==> config.mk <==
export PLATFORM = sky130hd
export DESIGN_NAME = media_timestamp_rebaser_top
export DESIGN_NICKNAME = d
export VERILOG_FILES = /design/src/hw/rtl/mtr_pkg.sv /design/src/hw/rtl/media_timestamp_rebaser_top.sv
export SDC_FILE = /design/constraint.sdc
export NUM_CORES = 2
export LEC_CHECK = 0
export BUFFER_PORTS_ARGS = -buffer_cell sky130_fd_sc_hd__clkbuf_2
export CAP_MARGIN = 20
export CORE_MARGIN = 2
export CORE_UTILIZATION = 50
export DETAILED_ROUTE_END_ITERATION = 8
export GPL_TIMING_DRIVEN = 1
export PLACE_DENSITY = 0.65
export SLEW_MARGIN = 40
export SYNTH_ARGS = -nofsm -noshare
export SYNTH_HDL_FRONTEND = slang
export SYNTH_SLANG_ARGS = --single-unit
==> constraint.sdc <==
create_clock -name clock -period 34.8 [get_ports clock]
set_input_delay 1.74 -clock clock [delete_from_list [all_inputs] [get_ports clock]]
set_output_delay 1.74 -clock clock [all_outputs]
set_load 0.05 [all_outputs]
==> src/hw/rtl/mtr_pkg.sv <==
`default_nettype none

package mtr_pkg;

   // Timestamp and configuration widths.
   localparam int TIME_W = 48;
   localparam int AVG_W  = 24;

   // Number of rising timestamps held for the average step. WINDOW_LEN - 1
   // must stay a power of two so that the average is a plain shift.
   localparam int WINDOW_LEN = 5;

   // Configuration port geometry: byte address 4*i for register i.
   localparam int CSR_ADDR_W = 3;
   localparam int CSR_DATA_W = 32;

   // Register indexes.
   localparam logic CSR_DEFAULT_AVG_STEP = 1'b0;

   // Reset value of the default average step, in microseconds.
   localparam logic [AVG_W-1:0] DEFAULT_AVG_STEP_RESET = AVG_W'(66000);

   // Operation codes carried by each input beat.
   typedef enum logic [1:0] {
      OP_FRAME  = 2'd0,
      OP_PAUSE  = 2'd1,
      OP_RESET  = 2'd2,
      OP_UNUSED = 2'd3
   } op_type;

   // Unsigned add that clamps at the largest timestamp.
   function automatic logic [TIME_W-1:0] sat_add(input logic [TIME_W-1:0] a,
                                                 input logic [TIME_W-1:0] b);
      logic [TIME_W:0] sum;
      sum = {1'b0, a} + {1'b0, b};
      return sum[TIME_W] ? {TIME_W{1'b1}} : sum[TIME_W-1:0];
   endfunction

endpackage

`default_nettype wire

==> src/hw/rtl/media_timestamp_rebaser_top.sv <==
`default_nettype none

// Media timestamp rebaser. Each req beat carries an operation: a frame
// timestamp (one rsp beat with the rebased play time and a flag for a
// backward-jump correction), a pause interval to subtract from later frames,
// or a timer reset (no rsp beat for either). An item is processed in the
// cycle it is accepted and its result is registered in the output register
// (or the skid register); one item is taken every cycle while req_stall is
// low. A skid register behind the output register absorbs one result while
// the rsp side stalls, so req_stall only rises once that skid register is
// occupied. The average frame step is taken from the last WINDOW_LEN rising
// timestamps, held in a shift line, and the window span is kept registered so
// the next frame only has to divide it by WINDOW_LEN - 1, a power of two,
// which reduces to a shift. Writing default_avg_step also loads the running
// average step; write it only while the block is idle.
module media_timestamp_rebaser_top
   import mtr_pkg::*;
(
   input  wire logic                  clock,
   input  wire logic                  reset,

   // Input channel
   input  wire logic                  req_valid,
   output      logic                  req_stall,
   input  wire logic [1:0]            req_op,
   input  wire logic [TIME_W-1:0]     req_frame_time,
   input  wire logic [TIME_W-1:0]     req_pause_start,
   input  wire logic [TIME_W-1:0]     req_pause_end,

   // Result channel
   output      logic                  rsp_valid,
   input  wire logic                  rsp_stall,
   output      logic [TIME_W-1:0]     rsp_play_time,
   output      logic                  rsp_jump_corrected,

   // Configuration port
   input  wire logic                  psel,
   input  wire logic                  penable,
   input  wire logic                  pwrite,
   input  wire logic [CSR_ADDR_W-1:0] paddr,
   input  wire logic [CSR_DATA_W-1:0] pwdata,
   output      logic [CSR_DATA_W-1:0] prdata,
   output      logic                  pready
);

   localparam int COUNT_W = $clog2(WINDOW_LEN + 1);
   localparam int AVG_DIV = WINDOW_LEN - 1;
   localparam logic [COUNT_W-1:0] COUNT_FULL = COUNT_W'(WINDOW_LEN);

   // Timer state.
   logic [TIME_W-1:0]  window_ff [WINDOW_LEN];
   logic [COUNT_W-1:0] window_count_ff;
   logic [TIME_W-1:0]  window_span_ff;
   logic               window_rising_ff;
   logic [TIME_W-1:0]  last_time_ff;
   logic [TIME_W-1:0]  paused_total_ff;
   logic [TIME_W-1:0]  added_offset_ff;
   logic [TIME_W-1:0]  avg_step_ff;
   logic [AVG_W-1:0]   default_avg_step_ff;

   // Output register and skid register.
   logic               rsp_valid_ff;
   logic [TIME_W-1:0]  rsp_play_time_ff;
   logic               rsp_jump_ff;
   logic               skid_valid_ff;
   logic [TIME_W-1:0]  skid_play_time_ff;
   logic               skid_jump_ff;

   // Next-state values.
   logic               accept;
   logic               rsp_taken;
   logic               csr_write;
   logic               window_full;
   logic [TIME_W-1:0]  avg_quot;
   logic [TIME_W-1:0]  avg_step_in;
   logic               frame_rising;
   logic               frame_falling;
   logic [TIME_W-1:0]  jump_corr;
   logic [TIME_W-1:0]  added_offset_in;
   logic [TIME_W-1:0]  base_time;
   logic [TIME_W-1:0]  play_time_in;
   logic [COUNT_W-1:0] window_count_in;
   logic [TIME_W-1:0]  paused_total_in;
   logic               pause_ok;

   assign accept    = req_valid && !req_stall;
   assign rsp_taken = rsp_valid_ff && !rsp_stall;
   assign csr_write = psel && penable && pwrite && (paddr[2] == CSR_DEFAULT_AVG_STEP);

   assign req_stall          = skid_valid_ff;
   assign rsp_valid          = rsp_valid_ff;
   assign rsp_play_time      = rsp_play_time_ff;
   assign rsp_jump_corrected = rsp_jump_ff;

   // Register reads: only the default average step exists.
   assign pready = 1'b1;
   assign prdata = (paddr[2] == CSR_DEFAULT_AVG_STEP) ?
                   {{(CSR_DATA_W - AVG_W){1'b0}}, default_avg_step_ff} : '0;

   // Frame path: refresh the average step from the full window, then apply a
   // backward-jump correction and rebase the timestamp.
   always_comb begin
      window_full   = (window_count_ff == COUNT_FULL);
      avg_quot      = window_span_ff / TIME_W'(AVG_DIV);
      avg_step_in   = (window_full && window_rising_ff && (avg_quot != '0)) ?
                      avg_quot : avg_step_ff;
      frame_rising  = (req_frame_time > last_time_ff);
      frame_falling = (req_frame_time < last_time_ff);

      jump_corr       = sat_add(last_time_ff - req_frame_time, avg_step_in);
      added_offset_in = frame_falling ? sat_add(added_offset_ff, jump_corr)
                                      : added_offset_ff;

      // A jump clears the paused total, so the timestamp passes unchanged; so does a timestamp below the paused total.
      if (frame_falling || (req_frame_time < paused_total_ff)) begin
         base_time = req_frame_time;
      end else begin
         base_time = req_frame_time - paused_total_ff;
      end
      play_time_in = sat_add(base_time, added_offset_in);

      if (frame_falling) begin
         window_count_in = '0;
      end else if (frame_rising && !window_full) begin
         window_count_in = window_count_ff + COUNT_W'(1);
      end else begin
         window_count_in = window_count_ff;
      end

      pause_ok        = (req_pause_start != '0) && (req_pause_start < req_pause_end);
      paused_total_in = sat_add(paused_total_ff, req_pause_end - req_pause_start);
   end

   // Timer state and configuration.
   always_ff @(posedge clock) begin
      if (reset) begin
         window_count_ff     <= '0;
         last_time_ff        <= '0;
         paused_total_ff     <= '0;
         added_offset_ff     <= '0;
         avg_step_ff         <= TIME_W'(DEFAULT_AVG_STEP_RESET);
         default_avg_step_ff <= DEFAULT_AVG_STEP_RESET;
      end else begin
         if (accept) begin
            case (req_op)
               OP_FRAME: begin
                  avg_step_ff     <= avg_step_in;
                  added_offset_ff <= added_offset_in;
                  window_count_ff <= window_count_in;
                  last_time_ff    <= req_frame_time;
                  if (frame_falling) begin
                     paused_total_ff <= '0;
                  end
               end
               OP_PAUSE: begin
                  if (pause_ok) begin
                     paused_total_ff <= paused_total_in;
                  end
               end
               OP_RESET: begin
                  window_count_ff <= '0;
                  last_time_ff    <= '0;
                  paused_total_ff <= '0;
                  added_offset_ff <= '0;
               end
               default: begin
               end
            endcase
         end
         if (csr_write) begin
            default_avg_step_ff <= pwdata[AVG_W-1:0];
            avg_step_ff         <= TIME_W'(pwdata[AVG_W-1:0]);
         end
      end
   end

   // Window shift line; the span to the entry that becomes oldest is kept
   // ready for the next frame.
   always_ff @(posedge clock) begin
      if (accept && (req_op == OP_FRAME) && frame_rising) begin
         window_ff[0]     <= req_frame_time;
         for (int i = 1; i < WINDOW_LEN; i++) begin
            window_ff[i] <= window_ff[i-1];
         end
         window_span_ff   <= req_frame_time - window_ff[WINDOW_LEN-2];
         window_rising_ff <= (req_frame_time > window_ff[WINDOW_LEN-2]);
      end
   end

   // Output register with one skid entry behind it.
   always_ff @(posedge clock) begin
      if (reset) begin
         rsp_valid_ff  <= 1'b0;
         skid_valid_ff <= 1'b0;
      end else begin
         if (skid_valid_ff) begin
            if (rsp_taken) begin
               rsp_play_time_ff <= skid_play_time_ff;
               rsp_jump_ff      <= skid_jump_ff;
               skid_valid_ff    <= 1'b0;
            end
         end else if (accept && (req_op == OP_FRAME)) begin
            if (!rsp_valid_ff || rsp_taken) begin
               rsp_valid_ff     <= 1'b1;
               rsp_play_time_ff <= play_time_in;
               rsp_jump_ff      <= frame_falling;
            end else begin
               skid_valid_ff     <= 1'b1;
               skid_play_time_ff <= play_time_in;
               skid_jump_ff      <= frame_falling;
            end
         end else if (rsp_taken) begin
            rsp_valid_ff <= 1'b0;
         end
      end
   end

   // Checks on the block's own logic.
   a_skid_behind_output: assert property (@(posedge clock) disable iff (reset)
      skid_valid_ff |-> rsp_valid_ff)
      else $error("skid entry held while output register is empty");

   a_count_bounded: assert property (@(posedge clock) disable iff (reset)
      window_count_ff <= COUNT_FULL)
      else $error("window count beyond window length");

   a_frame_gives_result: assert property (@(posedge clock) disable iff (reset)
      (accept && (req_op == OP_FRAME)) |=> rsp_valid_ff)
      else $error("accepted frame produced no result");

   a_reset_op_clears: assert property (@(posedge clock) disable iff (reset)
      (accept && (req_op == OP_RESET)) |=>
         ((window_count_ff == '0) && (added_offset_ff == '0) && (paused_total_ff == '0)))
      else $error("timer reset left state behind");

   a_jump_empties_window: assert property (@(posedge clock) disable iff (reset)
      (accept && (req_op == OP_FRAME) && frame_falling) |=>
         ((window_count_ff == '0) && (paused_total_ff == '0)))
      else $error("backward jump did not clear window and pause total");

endmodule

`default_nettype wire
==> run_results.csv <==
group,metric,value,unit
status,status,"finished clean",
run,drv_cap,0,
timing,relSlewSlack,32.7,%
power_and_ir_drop,total_leakage_power,20.2,nW
timing,slew_viol_final,0,
route,routed_wl,120000,um
synthesis,synthTopCellsByCount,"a21oi_1, nand2_1, ha_1",
die,die_w,294,um
die,coreArea,0.0836,mm^2
clock_network,insertion_delay,0.66,ns
route,wl_per_cell,19.8,um
route,drt-initial-drc-count,2473,
die,placementRows,106,
worst_setup_path,criticalPathCategory,"in -> reg",
cells_and_area,fin_nets,5482,
place,place.gp.congestion,0.925,
route,route.detailed.drc,0,
route,antenna_left,0,
worst_setup_path,slowest_delay,0.59,ns
timing,setup_viol,0,
die,die_y,294,um
cells_and_area,final-instance-count-excl-fill,6033,
synthesis,yosys_most_used_dff,"edfxtp_1",
power_and_ir_drop,power_density,42.9,mW/mm^2
die,die-area,0.0865,mm^2
clock_network,path_clk_slew,0.06,ns
clock_network,post_cts_buffers,0,
route,num_vias,35681,
worst_setup_path,cp.arrival,14.41,ns
power_and_ir_drop,peakVddDrop,38.6,uV
timing,worst_slack,20.78,ns
synthesis,ys_async_sr_fraction,0,%
timing,period_needed,14.02,ns
synthesis,synthCells,4751,
place,hpwl,94400,um
synthesis,synth_enable_flop_cells,337,
timing,finClkSkew,0.0226,ns
clock_network,holdBufCountCts,0,
grt,grt_pass1_wl,184000,um
synthesis,synth.area.top_cells,"edfxtp_1, ha_1, dfxtp_1",
clock_network,clkSinkCount,558,
clock_network,cts_buffer_depth,3,
cells_and_area,n_fill_cell,7621,
synthesis,syn_area,0.0421,mm^2
worst_setup_path,crit_path_start_kind,"input port",
clock_network,cts-root-buf,"clkbuf_16",
timing,fmax,71.3,MHz
clock_network,cts_resized,0,
die,start_util,50.4,%
grt,track_usage,26.9,%
synthesis,synth_top_area_share,24.0,%
clock_network,cts_tree,"yes",
synthesis,yosysUniqueCellTypes,97,
place,dp_cells,5918,
worst_setup_path,r2r_slack,21.58,ns
worst_setup_path,critPathSlowestCell,"a211oi_1",
synthesis,synth_top_area_cell,"edfxtp_1",
cells_and_area,fin_util,55.6,%
clock_network,cts_buffers,58,
worst_setup_path,worst-endpoint-required,35.19,ns
timing,timing.final.crit_share,40.3,%
grt,grt_pass1_vias,33929,
place,pre_cts_ws,19.93,ns
grt,grt_antenna_before_repair,9,
synthesis,yosysWarnings,0,
route,firstDrtPassIters,6,
synthesis,ys_seq_area_share,34.6,%
cells_and_area,drive_above_1_share,11.0,%
worst_hold_path,min_path_type,"reg -> reg",
power_and_ir_drop,total_power,2.00,mW
route,viasPerCell,5.91,
die,pin_count,272,
cells_and_area,area_delta_synth_final,10.5,%
worst_setup_path,worstSetupEndpointType,"register",
synthesis,synthMostInstantiatedCell,"a21oi_1",
grt,grt_max_degree,160,
synthesis,synth_area_per_cell,8.86,um^2
timing,tightest_slew,0.999,ns
worst_setup_path,worstPathMaxFanout,49,
timing,tns,0,ns
timing,final_hold_viol_count,0,
clock_network,htree_levels,2,
grt,overflow,0,
place,io_buffers,252,
synthesis,ys_ff_latch,558,
timing,rsz0062_at_grt,"false",
worst_setup_path,critical_path.most_common_cell,"a211oi_1",
[through the flow]
step / hold slack [ns] / area (um^2)
CTS: 0.414 / 46400
global route: 0.422 / 46500
finish: 0.416 / 46500
detailed placement: 0.405 / 44300
floorplan: 0.400 / 42100
global placement: 0.400 / 44200
[critical path: cells and delay by family]
kind	cells	cell delay [ns]
and+or+nand+nor	6	1.48
muxes	1	0.31
buffers and inverters	4	0.91
adders and majority gates	5	1.79
xor gates and xnor gates	1	0.11
AOI/OAI and AO/OA	28	7.93
[placed cells by master (no fill, tap or decap), types with 67 or more instances in the layout]
cell type and instances:
a21o_1 225, a21oi_1 512, a22o_1 75, a31oi_1 67, clkbuf_2 252, dfxtp_1 221, edfxtp_1 337, ha_1 386
inv_1 288, mux2_2 90, nand2_1 448, nand2b_1 70, nand3_1 85, nor2_1 242, nor2b_1 78, o21ai_0 246
xnor2_1 193, xor2_1 132
[metal layers]
layer  vias up  wire, um  GRT usage, %
met5         -         0             0
met4         0      4320          9.73
met3       221      5400          2.33
met2       941     54200          44.3
met1     16648     55600          36.8
li1      17871         -             -
[final cells by class]
type	count	area [um^2]	area share [%]
inverter	290	1090	2.34
tap	1080	1350	2.91
antenna	2	5.00	0.0108
clock buffer	67	1560	3.35
multi-input combinational	3707	25800	55.4
timing repair buffer	286	1590	3.43
sequential	558	14500	31.3
clock inverter	43	584	1.26
[where the power goes]
group	switching, mW	internal (mW)
clock	0.286	0.401
combinational	0.357	0.213
sequential	0.00912	0.730
[sequential cells by signal (all words and copies together), names as in the netlist, 3 cells and up]
register and flops:
added_offset_ff 48, avg_step_ff 48, default_avg_step_ff 24, last_time_ff 48, paused_total_ff 48, rsp_play_time 48, skid_play_time_ff 48, window_count_ff 3
window_ff 192, window_span_ff 46
[worst paths after layout]
path	from	endpoint	cells after the start
setup / recovery	req_frame_time[0]	rsp_play_time[36]$_DFFE_PP_	45
hold / removal	window_ff[0][134]$_DFFE_PP_	window_ff[0][182]$_DFFE_PP_	0
setup reg to reg	window_span_ff[7]$_DFFE_PP_	rsp_play_time[36]$_DFFE_PP_	40
hold reg to reg	window_ff[0][134]$_DFFE_PP_	window_ff[0][182]$_DFFE_PP_	0
[cell families after synthesis]
kind of cell               after synthesis  share of synthesized area [%]
adders and majority gates              393                           11.8
xor gates and xnor gates               325                           6.76
DFF                                    558                           34.6
muxes                                  102                           2.70
AOI/OAI and AO/OA                     1628                           25.2
and+or+nand+nor                       1250                           14.3
other                                    2                         0.0178
buffers and inverters                  493                           4.62
No activity file was read; power rests on OpenSTA's default activity.
